**src/rtl/assert_macros.svh**
```systemverilog
// assertion helpers shared by the block's modules
`ifndef ASSERT_MACROS_SVH
`define ASSERT_MACROS_SVH
`ifndef SYNTHESIS
// property must hold at every rising edge outside reset
`define ASSERT_PROP(lbl, clk, rst, prop, msg) \
   lbl: assert property (@(posedge clk) disable iff (rst) prop) else $error(msg);
// expression must never be true outside reset
`define ASSERT_NEVER(lbl, clk, rst, expr, msg) \
   lbl: assert property (@(posedge clk) disable iff (rst) !(expr)) else $error(msg);
`else
`define ASSERT_PROP(lbl, clk, rst, prop, msg)
`define ASSERT_NEVER(lbl, clk, rst, expr, msg)
`endif
`endif

```
**src/rtl/tsrb_pkg.sv**
```systemverilog
`default_nettype none

package tsrb_pkg;

   localparam int CFG_BITS       = 7;
   localparam int POOL_BITS      = 3;
   localparam int OP_BITS        = 3;
   localparam int SAMPLE_BITS    = 16;
   localparam int ID_BITS        = 8;
   localparam int STEP_BITS      = 6;
   localparam int CHAN_BITS      = 6;
   localparam int CSR_INDEX_BITS = 2;
   localparam int CSR_DATA_BITS  = 7;
   // widest pooling group start and group size
   localparam int START_BITS     = CHAN_BITS + (2 ** POOL_BITS) - 1;
   localparam int GROUP_BITS     = 2 ** POOL_BITS;

   localparam int DEF_MAX_DEPTH  = 64;
   localparam int DEF_MAX_WIDTH  = 64;

   localparam logic [CFG_BITS-1:0]  RST_RING_DEPTH    = 7'd64;
   localparam logic [CFG_BITS-1:0]  RST_SLICE_WIDTH   = 7'd64;
   localparam logic [POOL_BITS-1:0] RST_POOL_SHIFT    = 3'd0;
   localparam logic [CFG_BITS-1:0]  RST_WINDOW_LENGTH = 7'd1;

   typedef enum logic [OP_BITS-1:0] {
      OP_WRITE  = 3'd0,
      OP_RETAG  = 3'd1,
      OP_READ   = 3'd2,
      OP_VERIFY = 3'd3,
      OP_CLEAR  = 3'd4
   } op_type;

   typedef enum logic [CSR_INDEX_BITS-1:0] {
      REG_RING_DEPTH    = 2'd0,
      REG_SLICE_WIDTH   = 2'd1,
      REG_POOL_SHIFT    = 2'd2,
      REG_WINDOW_LENGTH = 2'd3
   } csr_reg_type;

   typedef struct packed {
      op_type                 op;
      logic [SAMPLE_BITS-1:0] sample;
      logic [ID_BITS-1:0]     model_id;
      logic [STEP_BITS-1:0]   step_index;
      logic [CHAN_BITS-1:0]   channel_index;
   } cmd_type;

   typedef struct packed {
      logic [CFG_BITS-1:0]  ring_depth;
      logic [CFG_BITS-1:0]  slice_width;
      logic [POOL_BITS-1:0] pool_shift;
      logic [CFG_BITS-1:0]  window_length;
   } cfg_type;

endpackage

`default_nettype wire

```
**src/rtl/tsrb_front.sv**
```systemverilog
`default_nettype none

`include "assert_macros.svh"

// accepts requests, drops unknown opcodes, queues the rest
module tsrb_front (
   input  wire logic                                 clock,
   input  wire logic                                 reset,
   input  wire logic                                 start,
   output logic                                      busy,
   input  wire logic [tsrb_pkg::OP_BITS-1:0]         req_operation,
   input  wire logic signed [tsrb_pkg::SAMPLE_BITS-1:0] req_sample,
   input  wire logic [tsrb_pkg::ID_BITS-1:0]         req_model_id,
   input  wire logic [tsrb_pkg::STEP_BITS-1:0]       req_step_index,
   input  wire logic [tsrb_pkg::CHAN_BITS-1:0]       req_channel_index,
   input  wire logic                                 clearing,
   input  wire logic                                 cmd_pop,
   output logic                                      cmd_valid,
   output tsrb_pkg::cmd_type                         cmd
);

   localparam int QDEPTH = 2;
   localparam int QBITS  = $clog2(QDEPTH);
   localparam int CBITS  = $clog2(QDEPTH + 1);

   tsrb_pkg::cmd_type q_ff [QDEPTH];
   logic [QBITS-1:0]  wr_ff;
   logic [QBITS-1:0]  rd_ff;
   logic [CBITS-1:0]  cnt_ff;
   logic              push;
   tsrb_pkg::cmd_type new_cmd;

   assign busy = (cnt_ff == CBITS'(QDEPTH)) || clearing;
   assign push = start && !busy && (req_operation <= tsrb_pkg::OP_CLEAR);

   always_comb begin
      new_cmd.op            = tsrb_pkg::op_type'(req_operation);
      new_cmd.sample        = req_sample;
      new_cmd.model_id      = req_model_id;
      new_cmd.step_index    = req_step_index;
      new_cmd.channel_index = req_channel_index;
   end

   always_ff @(posedge clock) begin
      if (reset) begin
         wr_ff  <= '0;
         rd_ff  <= '0;
         cnt_ff <= '0;
      end else begin
         if (push) begin
            wr_ff <= wr_ff + QBITS'(1);
         end
         if (cmd_pop) begin
            rd_ff <= rd_ff + QBITS'(1);
         end
         if (push && !cmd_pop) begin
            cnt_ff <= cnt_ff + CBITS'(1);
         end else if (cmd_pop && !push) begin
            cnt_ff <= cnt_ff - CBITS'(1);
         end
      end
   end

   always_ff @(posedge clock) begin
      if (push) begin
         q_ff[wr_ff] <= new_cmd;
      end
   end

   assign cmd_valid = (cnt_ff != '0);
   assign cmd       = q_ff[rd_ff];

   `ASSERT_NEVER(front_pop_empty, clock, reset, cmd_pop && (cnt_ff == '0), "pop from empty queue")
   `ASSERT_PROP(front_head_known, clock, reset, cmd_valid |-> (cmd.op <= tsrb_pkg::OP_CLEAR), "unknown opcode queued")

endmodule

`default_nettype wire

```
**config.mk**
```make
export PLATFORM = sky130hd
export DESIGN_NAME = tsrb_front
export DESIGN_NICKNAME = d
export VERILOG_FILES = /design/src/rtl/tsrb_pkg.sv /design/src/rtl/tsrb_front.sv
export VERILOG_INCLUDE_DIRS = /design/src /design/src/rtl
export SDC_FILE = /design/constraint.sdc
export NUM_CORES = 1
export LEC_CHECK = 0
export ABC_AREA = 1
export BUFFER_PORTS_ARGS = -buffer_cell sky130_fd_sc_hd__clkbuf_2
export CAP_MARGIN = 20
export CORE_UTILIZATION = 40
export CTS_BUF_LIST = sky130_fd_sc_hd__clkbuf_8
export CTS_CLUSTER_SIZE = 25
export DETAILED_ROUTE_END_ITERATION = 8
export SYNTH_ARGS = -nofsm -noshare
export SYNTH_HDL_FRONTEND = slang
export SYNTH_SLANG_ARGS = --single-unit
```
**constraint.sdc**
```tcl
create_clock -name clock -period 5.75 [get_ports clock]
set_input_delay 1.4375 -clock clock [delete_from_list [all_inputs] [get_ports clock]]
set_output_delay 1.4375 -clock clock [all_outputs]
set_load 0.005 [all_outputs]
```
==> reports/qor.csv <==
stage;metric;value;unit
layout;commonest cells after routing, fill and taps aside;84 x clkbuf_2, 78 x edfxtp_1, 29 x mux2_2, 10 x mux2_4;
yosys;Seq/Total Area, Yosys;0.786;
critical_path;WP data arrival;1910;ps
global_routing;GRT overflow;0;
timing;Worst slew margin;0.300;
clock_network;Worst-path clk slew;70;ps
clock_network;H-Tree Depth;3;
global_routing;first-pass GRT wire length;7.77;mm
global_routing;Overall Global Routing Usage;0.128;
layout;# fillers;644;
timing;post-layout minimum cycle time;3350;ps
floorplanning;Rows;31;
critical_path;Crit Path Category;reg2out;
timing;Setup Skew;9.04;ps
global_routing;initial antenna violation count;0;
timing;setup TNS;0;ps
clock_network;postcts setup bufs;0;
clock_network;Worst-Skew Late Latency;340;ps
placement;Place WS;2400;ps
clock_network;Clock Sinks;83;
layout;final net count;298;
clock_network;Bufs on Longest Clock Path;2;
critical_path;CP Launch Type;register;
yosys;Seq cells post-synth;83;
flow_run;max_cap viols;0;
routing;drt pass-1 iters;4;
floorplanning;Die Wd;90.1;um
routing;Routed Antenna Nets;0;
hold_path;Worst Hold Class;reg2reg;
pwr;Max VDD drop;0.130;mV
routing;DRC errors left;0;
routing;total wire length;4.92;mm
floorplanning;die height;90.1;um
layout;final core utilization;0.515;
floorplanning;area of the core;7370;um^2
global_routing;largest net degree at the start of global routing;40;
timing;part of the cycle the worst path needs;0.583;
timing;Max Freq;0.299;GHz
outcome;status;complete, no violations;
clock_network;cts repair resizes;0;
pwr;pwr/cell area;300;nW/um^2
pwr;Lkg Pwr;1.48;nW
yosys;area of the mapped netlist;3110;um^2
critical_path;CP Capture Type;primary output;
placement;Post-DP Area;3640;um^2
timing;RSZ-0062 raised after global routing;false;
placement;Final HPWL DP;3.27;mm
timing;fin worst setup slack;2400;ps
floorplanning;Initial Util;0.422;
yosys;Netlist cell types;17;
routing;routed length per instance;13.8;um
yosys;Syn Inst Count;159;
routing;via/cell ratio;4.63;
floorplanning;Die Footprint;8130;um^2
timing;Min Hold Slack;522;ps
timing;final setup fails;0;
clock_network;cts bufs inserted;9;
placement;number of I/O port buffers;84;
critical_path;reg-to-reg endpoint;q_ff[1][33]$_DFFE_PP_;
placement;gp weighted congestion;0.655;
layout;commonest non-fill, non-tap cell in the layout;clkbuf_2;
clock_network;root buf cell;clkbuf_8;
timing;Final Max Tran Viols;0;
timing;Slew @ Worst Pin;1050;ps
yosys;synthesis warning total;0;
critical_path;Worst Reg-to-Reg Cells;7;
timing;Final Hold Viols;0;
floorplanning;num ports;85;
critical_path;Reg2Reg Launch Point;cnt_ff[0]$_SDFFE_PP0P_;
yosys;Mean Syn Cell Area;19.5;um^2
critical_path;end of the critical path;cmd[16];
layout;synthesis-to-layout area growth;22.2;%
yosys;largest area contributor in the netlist;edfxtp_1;
yosys;Yosys top cell area share;0.754;
global_routing;vias in the first global route;1589;
critical_path;CP Cell Sequence;mux2_2 -> clkbuf_2;
layout;number of diodes;0;
routing;initial drt markers;63;
yosys;Mapped Nets;204;
critical_path;R2R setup slack;3590;ps
critical_path;CP max-delay cell;dfxtp_2;
critical_path;Worst Path Required;4310;ps
clock_network;CTS tree;yes;
critical_path;Crit path largest cell delay;1020;ps
yosys;Area contributors post-synth;edfxtp_1 75%, mux2_2 11%, mux2_4 4.8%;
clock_network;hold_buf cts;0;
layout;fin area;3800;um^2
routing;vias;1649;
critical_path;Worst Path Max Fanout;39;
layout;share of cells above drive strength 1;0.553;
metal layers:
metal | track usage | vias up | part of all wire
met3 | 0.0516 | 5 | 0.046
met1 | 0.152 | 807 | 0.43
met2 | 0.214 | 51 | 0.51
li1 | - | 786 | -
met4 | 0.0403 | 0 | 0.012
met5 | 0 | - | 0
flip-flops by register name (all words and copies together) (netlist names), named ones only:
name	flops
q_ff	78
cnt_ff	2
wr_ff	1
rd_ff	1
layout make-up:
| class | count | area (um^2) | share of cell area |
|---|---|---|---|
| clock buffers | 9 | 124 | 0.0326 |
| clock inverters | 6 | 35.0 | 0.00922 |
| inverters | 8 | 30.0 | 0.00791 |
| multi-input cells | 64 | 599 | 0.158 |
| flip-flops and latches | 83 | 2440 | 0.643 |
| well taps | 99 | 124 | 0.0326 |
| repair buffers | 87 | 443 | 0.117 |
Yosys cell counts:
master / n
ha_1: 1
mux2_4: 10
buf_4: 2
a21oi_1: 3
dfxtp_1: 5
or2_2: 1
nand3_1: 1
buf_8: 1
nand2_1: 7
nor3_1: 1
mux2_2: 29
edfxtp_1: 78
inv_1: 8
nor2_1: 9
xnor2_1: 1
buf_6: 1
o21ai_0: 1
cell families (layout without fill, tap and decap cells):
| kind of cell | count (synthesis) | count (layout) | synth area share |
|---|---|---|---|
| buffers and inverters | 12 | 110 | 0.0229 |
| AO/OA/AOI/OAI | 4 | 4 | 0.00644 |
| AND/OR/NAND/NOR | 19 | 19 | 0.0246 |
| flip-flops | 83 | 83 | 0.786 |
| multiplexers | 39 | 39 | 0.153 |
| XOR/XNOR | 1 | 1 | 0.00282 |
| adder cells (fa/ha/maj) | 1 | 1 | 0.00403 |
per-stage QoR:
step / cells / power [mW]
finish: 356 / 1.14
global route: 356 / 1.20
CTS: 356 / 1.16
detailed placement: 341 / 0.817
global placement: 341 / 0.815
floorplan: 159 / 0.767
critical path: cells and delay by family (launching register included):
| kind | cells | cell delay (ps) |
|---|---|---|
| mux | 1 | 420 |
| buf+inv | 1 | 120 |
| flops | 1 | 1020 |
power breakdown:
group / internal [mW] / switching (mW)
sequential: 0.681 / 0.0164
clock: 0.150 / 0.190
combinational: 0.0605 / 0.0428
total: 0.892 / 0.249
worst min path at each step:
stage | start | end | slack (ps) | cells after the start
final | rd_ff$_SDFFE_PP0P_ | register | 520 | 2
after global routing | rd_ff$_SDFFE_PP0P_ | register | 550 | 2
after CTS | rd_ff$_SDFFE_PP0P_ | register | 520 | 2
after detailed placement | rd_ff$_SDFFE_PP0P_ | register | 500 | 2
after global placement | rd_ff$_SDFFE_PP0P_ | rd_ff$_SDFFE_PP0P_ | 490 | 2
after floorplan | wr_ff$_SDFFE_PP0N_ | wr_ff$_SDFFE_PP0N_ | 480 | 2
(Power assumes the default switching activity.)
